==> config.mk <==
export PLATFORM = sky130hd
export DESIGN_NAME = lis_merge
export DESIGN_NICKNAME = d
export VERILOG_FILES = /design/src/sv/lis_pkg.sv /design/src/sv/lis_merge.sv
export SDC_FILE = /design/constraint.sdc
export NUM_CORES = 1
export LEC_CHECK = 0
export BUFFER_PORTS_ARGS = -buffer_cell sky130_fd_sc_hd__buf_2
export CAP_MARGIN = 20
export CORE_MARGIN = 4
export CORE_UTILIZATION = 54
export DETAILED_ROUTE_END_ITERATION = 6
export PLACE_DENSITY = 0.9
export SLEW_MARGIN = 20
export SYNTH_ARGS = -nofsm -noshare
export SYNTH_HDL_FRONTEND = slang
export SYNTH_SLANG_ARGS = --single-unit
==> constraint.sdc <==
create_clock -name vclk -period 11.5
set_input_delay 2.3 -clock vclk [all_inputs]
set_output_delay 2.3 -clock vclk [all_outputs]
set_load 0.05 [all_outputs]
==> src/sv/lis_pkg.sv <==
`timescale 1ns / 1ps
`default_nettype none

package lis_pkg;

  localparam int VALUE_BITS = 10;
  localparam int MAX_ITEMS  = 4096;
  localparam int COUNT_BITS = 32;

  localparam int LEN_BITS  = $clog2(MAX_ITEMS + 1);
  localparam int ADDR_BITS = VALUE_BITS + 1;
  localparam int NODES     = 2 ** ADDR_BITS;

  typedef logic [LEN_BITS-1:0]   len_t;
  typedef logic [COUNT_BITS-1:0] cnt_t;
  typedef logic [ADDR_BITS-1:0]  idx_t;

  typedef struct packed {
    len_t len;
    cnt_t cnt;
  } node_t;

  typedef struct packed {
    logic  en;
    idx_t  addr;
    node_t data;
  } mem_wr_t;

  typedef enum logic [2:0] {
    S_IDLE,
    S_CLEAR,
    S_LEAFRD,
    S_QUERY,
    S_QTAIL,
    S_LEAF,
    S_UPDATE,
    S_EMIT
  } state_t;

  // An empty subtree: no subsequence, counted as one empty way.
  localparam node_t EMPTY_NODE = '{len: '0, cnt: cnt_t'(1)};
  localparam idx_t  ROOT_IDX   = idx_t'(1);
  localparam len_t  LEN_MAX    = len_t'(MAX_ITEMS);

endpackage

`default_nettype wire

==> src/sv/lis_merge.sv <==
`timescale 1ns / 1ps
`default_nettype none

module lis_merge (
  input  lis_pkg::node_t a,
  input  lis_pkg::node_t b,
  output lis_pkg::node_t y
);

  logic [lis_pkg::COUNT_BITS:0] sum;

  assign sum = {1'b0, a.cnt} + {1'b0, b.cnt};

  always_comb begin
    if (a.len == b.len) begin
      if (a.len == '0) begin
        y = lis_pkg::EMPTY_NODE;
      end else begin
        y.len = a.len;
        // A carry out means the count has passed the top of its range.
        y.cnt = sum[lis_pkg::COUNT_BITS] ? '1 : sum[lis_pkg::COUNT_BITS-1:0];
      end
    end else if (a.len > b.len) begin
      y = a;
    end else begin
      y = b;
    end
  end

endmodule

`default_nettype wire

==> results.toml, run 1 <==
[yosys]
syn_area_per_cell_um2 = 7.30
synth_common_cells = "56 x o21ai_0, 45 x ha_1, 32 x a21oi_1, 32 x mux2i_1, 27 x nor2_1"
yosysMostFrequentCell = "o21ai_0"
ys_types = 53
yosysWarnings = 0
ys_seq_area_share_pct = 0
syn_inst = 403
netlist_area_um2 = 2940
synth_top_area_share_pct = 19.1
synth_area_leaders = "ha_1 19%, mux2i_1 11%, o21ai_0 9.5%, a21oi_1 5.4%, xnor2_1 4.5%"
synth_nets = 539
synth_top_cell_by_area = "ha_1"

[finish]
drive_gt1_share_pct = 30.5
fin_util_pct = 69.9
ff_latch_area_um2 = 0
n_antenna_cell = 0
multiInputGateArea_um2 = 2800
final_area_um2 = 3640
clkbuf_count = 0
area_growth_pct = 23.6
fillerInstances = 440
final_nets = 659
nFlopsAndLatches = 0

[floorplanning]
chipHeight_um = 81.8
die_x_um = 81.8
fp.dieArea_um2 = 6690
initial_utilization_pct = 56.5
core_area_um2 = 5200
io_pins = 135
row_count = 26

[drt]
ant_nets = 0
vias_per_cell = 6.08
vias = 3593
drt-initial-drc-count = 179
drc_errors = 0
dr.pass1.iters = 4
wl_um = 9090
wl_per_cell_um = 15.4

[timing]
hold_violations = 0
fin_crit_sh_pct = 69.6
setup_viol = 0
tightestPinTransition_ns = 0.959
setup_ws_ns = 3.49
max_slew_margin_pct = 35.8
final_max_slew_viol_count = 0
rsz0062_at_grt = "false"
period_needed_ns = 8.01
fmaxAchievable_ghz = 0.125
final.setup.tns_ns = 0

[clocking]
post_cts_buffers = 0
cts_resized = 0
cts_hold_buf = 0

[power_and_ir_drop]
p_leak_uw = 0.00180
p_total_uw = 265
power_density_nw_per_um2 = 72.9
peakVddDrop_mv = 0.0407

[grt]
grt_max_degree = 34
grt.overflow.total = 0
grt_pass1_wl_um = 14700
grtUsageTotal_pct = 25.8
antenna_found_initial = 0
grt_pass1_vias = 3330

[place]
port_buffers = 135
placed_area_um2 = 3640
preCtsSetupSlack_ns = 3.45
place_congestion = 0.956
dp_hpwl_um = 7420

[worst_setup_path]
crit_path_end_kind = "output port"
start_kind = "input port"
path_class = "in -> out"
crit_fanout = 33
crit_arrival_ns = 5.71
cp_data_required_time_ns = 9.20

[job]
drv_cap = 0

[min_path]
min_to = "y[38]"
hold_depth = 3
min_path_type = "in -> out"
min_from = "b[38]"

[outcome]
outcome = "completed"
## worst max path at each step
stage	startpoint	cells past startpoint	end	slack [ns]
2_1_floorplan	a[0]	11	y[22]	3.90
3_3_place_gp	a[38]	11	y[36]	3.60
3_5_place_dp	a[42]	9	y[36]	3.45
4_1_cts	a[42]	9	y[36]	3.43
5_1_grt	a[38]	11	y[36]	3.17
6_report	a[38]	11	y[36]	3.49
## cell type report
class                           instances  area share [%]
Inverter                               21            2.17
Multi-Input combinational cell        365            76.9
Tap cell                               70            2.41
Timing Repair Buffer                  135            18.6
## placed cells by master, fill, tap and decap left out, types with 5 or more instances in the layout
master / count
a21oi_1: 32
a22o_1: 9
mux2i_1: 32
o221ai_1: 6
o21bai_1: 7
buf_2: 135
nand4_1: 9
xnor2_1: 15
xor2_1: 12
mux2_2: 7
o31ai_1: 5
nor2_1: 27
nand3_1: 5
inv_1: 21
nand2_1: 19
a21o_1: 15
ha_1: 45
nor3_1: 6
a211oi_1: 7
o21ai_0: 56
## critical path: stages
cell,delay [ns]
buf_2,0.12
ha_1,0.31
a21oi_1,0.16
nor2_1,0.05
a211oi_1,0.23
o21ai_0,0.12
a211o_2,0.66
nor2_1,0.87
nor2_1,0.38
a22o_1,0.28
buf_2,0.21
## metrics by stage
step           hold slack [ns]  instances
2_1_floorplan             4.90        403
6_report                  5.05        591
4_1_cts                   5.05        591
3_5_place_dp              5.05        591
5_1_grt                   5.06        591
3_3_place_gp              5.05        591
## layer usage
layer	vias to the layer above	GRT usage (%)	share of wire [%]
met5	-	0	0
met4	0	3.16	0.37
met3	4	0.768	6.1
met2	142	47.7	49
met1	1654	33.9	44
li1	1793	-	-
## power by group
group / internal [uW] / switching [uW] / total (uW)
registers: 0 / 0 / 0
clock network: 0 / 0 / 0
logic: 92.8 / 172 / 265
total: 92.8 / 172 / 265
## cell families after synthesis
family | synth area share (%)
simple gates | 13.9
mux | 13.6
fa+ha+maj | 19.8
compound gates | 39.6
xor+xnor | 8.04
buf+inv | 5.06
No activity file was read; power rests on OpenSTA's default activity.
==> run 2: changes to the inputs <==
--- a/config.mk
+++ b/config.mk
@@ -5,12 +5,13 @@
 export SDC_FILE = /design/constraint.sdc
 export NUM_CORES = 1
 export LEC_CHECK = 0
+export ABC_AREA = 1
 export BUFFER_PORTS_ARGS = -buffer_cell sky130_fd_sc_hd__buf_2
 export CAP_MARGIN = 20
 export CORE_MARGIN = 4
-export CORE_UTILIZATION = 54
+export CORE_UTILIZATION = 49
 export DETAILED_ROUTE_END_ITERATION = 6
-export PLACE_DENSITY = 0.9
+export PLACE_DENSITY = 0.8
 export SLEW_MARGIN = 20
 export SYNTH_ARGS = -nofsm -noshare
 export SYNTH_HDL_FRONTEND = slang
==> constraint.sdc (replaced) <==
create_clock -name vclk -period 6.8
set_input_delay 1.36 -clock vclk [all_inputs]
set_output_delay 1.36 -clock vclk [all_outputs]
set_load 0.05 [all_outputs]
==> results.toml, run 2 <==
[finish]
fin_util_pct = 59.4
final_cell_mix = "302 x nand2_1, 176 x inv_1, 135 x buf_2"
area_growth_pct = 17.0
drive_gt1_share_pct = 20.0
fillerInstances = 916
final_nets = 1101
final_common_cell = "nand2_1"
ff_latch_area_um2 = 0
n_antenna_cell = 0
clkbuf_count = 0
nFlopsAndLatches = 0

[yosys]
synth_nets = 979
synth_top_cell_by_area = "nand2_1"
yosysMostFrequentCell = "nand2_1"
netlist_area_um2 = 4220
syn_area_per_cell_um2 = 5.00
synth_top_area_share_pct = 26.9
syn_inst = 843
ys_types = 36
synth_area_leaders = "nand2_1 27%, inv_1 16%, ha_1 13%, nand3_1 10%, nand2_2 3.6%"
yosysWarnings = 0
synth_common_cells = "302 x nand2_1, 176 x inv_1, 87 x nand3_1, 45 x ha_1, 40 x nor2_1"
ys_seq_area_share_pct = 0

[power_and_ir_drop]
power_density_nw_per_um2 = 113
peakVddDrop_mv = 0.0572
p_total_uw = 560
p_leak_uw = 0.00317

[timing]
rsz0062_at_grt = "false"
hold_ws_ns = 3.14
final_max_slew_viol_count = 0
fmaxAchievable_ghz = 0.186
setup_viol = 0
final.setup.tns_ns = 0
tightestPinTransition_ns = 0.588
fin_crit_sh_pct = 79.1
hold_violations = 0
max_slew_margin_pct = 60.7
period_needed_ns = 5.38

[worst_setup_path]
path_class = "in -> out"
crit_arrival_ns = 4.02
crit_fanout = 17
start_kind = "input port"
cp_data_required_time_ns = 5.44
critPathLaunch = "a[0]"
crit_path_end_kind = "output port"

[drt]
dr.pass1.iters = 5
ant_nets = 0
drc_errors = 0
drt-initial-drc-count = 344
vias = 5338
wl_um = 13300
wl_per_cell_um = 12.5
vias_per_cell = 5.00

[floorplanning]
core_area_um2 = 8300
io_pins = 135
fp.dieArea_um2 = 10200
row_count = 33
initial_utilization_pct = 50.8
chipHeight_um = 101
die_x_um = 101

[place]
place_congestion = 0.990
port_buffers = 135
dp_hpwl_um = 11500

[min_path]
hold_depth = 4
min_from = "b[32]"
min_path_type = "in -> out"

[grt]
grt.overflow.total = 0
grt_pass1_vias = 4982
antenna_found_initial = 0
grt_pass1_wl_um = 22300
grtUsageTotal_pct = 25.8
grt_max_degree = 37

[clocking]
cts_resized = 0
cts_hold_buf = 0
post_cts_buffers = 0

[job]
drv_cap = 0

[outcome]
outcome = "completed"
-- run 2: changes by cell type after synthesis, moves of 24 or more --
cell / change
nand2_1: +283
inv_1: +155
nand3_1: +82
o21ai_0: -37
mux2i_1: -32
nand2_2: +24
-- run 2: critical path: stages --
cell	delay (ns)
buf_2	0.11
ha_1	0.23
fa_1	0.46
nand3_2	0.11
nand3_2	0.11
nand2_2	0.11
nand2_4	0.06
nand2_2	0.05
nand2_2	0.07
a21oi_4	0.50
buf_4	0.39
nand2_2	0.08
nand2_1	0.06
nand3_1	0.07
buf_2	0.21
-- run 2: kinds of logic after synthesis --
| kind of cell | synth area share [%] |
|---|---|
| buffers and inverters | 19.1 |
| AND/OR/NAND/NOR | 55.9 |
| XOR/XNOR | 2.91 |
| adder cells (fa/ha/maj) | 13.8 |
| AO/OA/AOI/OAI | 8.25 |
-- run 2: worst paths after layout --
path / to / slack, ns
worst max-delay path: y[14] / 1.42
worst min-delay path: y[32] / 3.14
-- run 2: layer usage --
metal | track usage, % | part of all wire (%) | vias up
met5 | 0 | 0 | -
met1 | 36.5 | 48 | 2314
met2 | 43.3 | 45 | 152
li1 | - | - | 2859
met3 | 1.59 | 5.7 | 13
met4 | 4.97 | 1.3 | 0
-- run 2: cell type report --
type / count / area [um2] / share of cell area [%]
multi-input combinational: 640 / 3410 / 69.2
inverter: 186 / 698 / 14.2
timing repair buffer: 137 / 691 / 14.0
tap: 105 / 131 / 2.66
-- run 2: power breakdown --
| part | switching, uW | internal, uW | total [uW] |
|---|---|---|---|
| clock network | 0 | 0 | 0 |
| logic | 391 | 169 | 560 |
| registers | 0 | 0 | 0 |
| total | 391 | 169 | 560 |
-- run 2: through the flow --
step	instance area, um2	setup slack [ns]	instances
global placement	4930	1.54	1068
global route	4930	1.21	1068
CTS	4930	1.43	1068
detailed placement	4930	1.43	1068
finish	4930	1.42	1068
floorplan	4220	1.87	843
==> run 3: changes to the inputs <==
--- a/config.mk
+++ b/config.mk
@@ -9,9 +9,9 @@
 export BUFFER_PORTS_ARGS = -buffer_cell sky130_fd_sc_hd__buf_2
 export CAP_MARGIN = 20
 export CORE_MARGIN = 4
-export CORE_UTILIZATION = 49
+export CORE_UTILIZATION = 55
 export DETAILED_ROUTE_END_ITERATION = 6
-export PLACE_DENSITY = 0.8
+export PLACE_DENSITY = 0.85
 export SLEW_MARGIN = 20
 export SYNTH_ARGS = -nofsm -noshare
 export SYNTH_HDL_FRONTEND = slang
==> constraint.sdc (replaced) <==
create_clock -name vclk -period 5.25
set_input_delay 1.05 -clock vclk [all_inputs]
set_output_delay 1.05 -clock vclk [all_outputs]
set_load 0.05 [all_outputs]
==> results.toml, run 3 (synthesized netlist as in run 2, its figures left out) <==
[outcome]
outcome = "completed"

[drt]
vias_per_cell = 5.02
dr.pass1.iters = 5
drt-initial-drc-count = 302
met3_length_um = 757
met1_length_um = 5980
wl_um = 13200
drc_errors = 0
dr_wl_met2_um = 6190
vias = 5332
ant_nets = 0
top_layer = "met4"
wl_per_cell_um = 12.4

[power_and_ir_drop]
power_density_nw_per_um2 = 147
peakVddDrop_mv = 0.0895
comb_power_share_pct = 100.0
p_leak_uw = 0.00318
sw_frac_of_total_pct = 69.8
seqPwrFrac_pct = 0
clockPowerShare_pct = 0
internal-power_uw = 219
p_sw_uw = 507

[clocking]
cts_resized = 0
cts_hold_buf = 0
post_cts_buffers = 0

[finish]
ff_latch_area_um2 = 0
nFlopsAndLatches = 0
n_antenna_cell = 0
final_common_cell = "nand2_1"
final_cell_mix = "302 x nand2_1, 176 x inv_1, 135 x buf_2"
final_area_um2 = 4930
clkbuf_count = 0
fin_util_pct = 66.9
drive_gt1_share_pct = 20.1
area_growth_pct = 17.0
final_nets = 1102

[timing]
hold_violations = 0
final_max_slew_viol_count = 0
fmaxAchievable_ghz = 0.226
rsz0062_at_grt = "false"
max_slew_margin_pct = 57.8
final.setup.tns_ns = 0
period_needed_ns = 4.42
fin_crit_sh_pct = 84.1
hold_ws_ns = 2.54
setup_ws_ns = 0.834
tightestPinTransition_ns = 0.632
setup_viol = 0

[grt]
grtUsageTotal_pct = 28.4
grt_pass1_vias = 4760
grt_max_degree = 37
antenna_found_initial = 0
grt.overflow.total = 0
grt_pass1_wl_um = 21300

[worst_setup_path]
crit_arrival_ns = 3.37
cp_data_required_time_ns = 4.20
start_kind = "input port"
crit_path_end_kind = "output port"
crit_fanout = 19
path_class = "in -> out"

[floorplanning]
row_count = 31
chipHeight_um = 95.6
fp.dieArea_um2 = 9130
initial_utilization_pct = 57.2
io_pins = 135
die_x_um = 95.6
core_area_um2 = 7370

[place]
preCtsSetupSlack_ns = 0.866
place_congestion = 0.972
placed_area_um2 = 4930
dp_hpwl_um = 11500
port_buffers = 135

[min_path]
min_path_type = "in -> out"

[job]
drv_cap = 0
run 3: cell count changes in the layout (fill, tap and decap cells not counted):
cell | before | now
buf_4 | 2 | 3
run 3: stage by stage:
stage	std cells	power, uW
finish	1063	726
global route	1063	797
CTS	1063	723
detailed placement	1063	721
global placement	1063	717
floorplan	843	555
run 3: final timing paths:
kind | cells past startpoint | endpoint | from
min | 4 | y[32] | b[32]
max | 15 | y[24] | a[0]
run 3: critical path, stage by stage:
cell and delay [ns]:
buf_2 0.11, ha_1 0.24, fa_1 0.47, nand3_2 0.12, nand3_2 0.13, nand2_2 0.12
nand2_4 0.07, nand2_2 0.06, nand2_2 0.08, a21oi_4 0.14, buf_4 0.32, nand3_1 0.12
nand2_1 0.08, nand2_1 0.05, buf_2 0.20
run 3: area by class of cell:
| class | instances | area [um2] |
|---|---|---|
| inverters | 186 | 698 |
| repair buffers | 138 | 698 |
| well taps | 99 | 124 |
| multi-input cells | 640 | 3410 |
| fillers | 779 | 2440 |
run 3: metal layers:
| metal | vias up | global-route usage [%] |
|---|---|---|
| li1 | 2860 | - |
| met1 | 2284 | 37.4 |
| met2 | 165 | 51.2 |
| met3 | 23 | 1.18 |
| met4 | 0 | 5.45 |
| met5 | - | 0 |
run 3: power by group through the flow:
stage          combinational (uW)  sequential, uW  clock, uW
3_5_place_dp                  721               0          0
3_3_place_gp                  717               0          0
2_1_floorplan                 555               0          0
4_1_cts                       723               0          0
6_report                      726               0          0
5_1_grt                       797               0          0
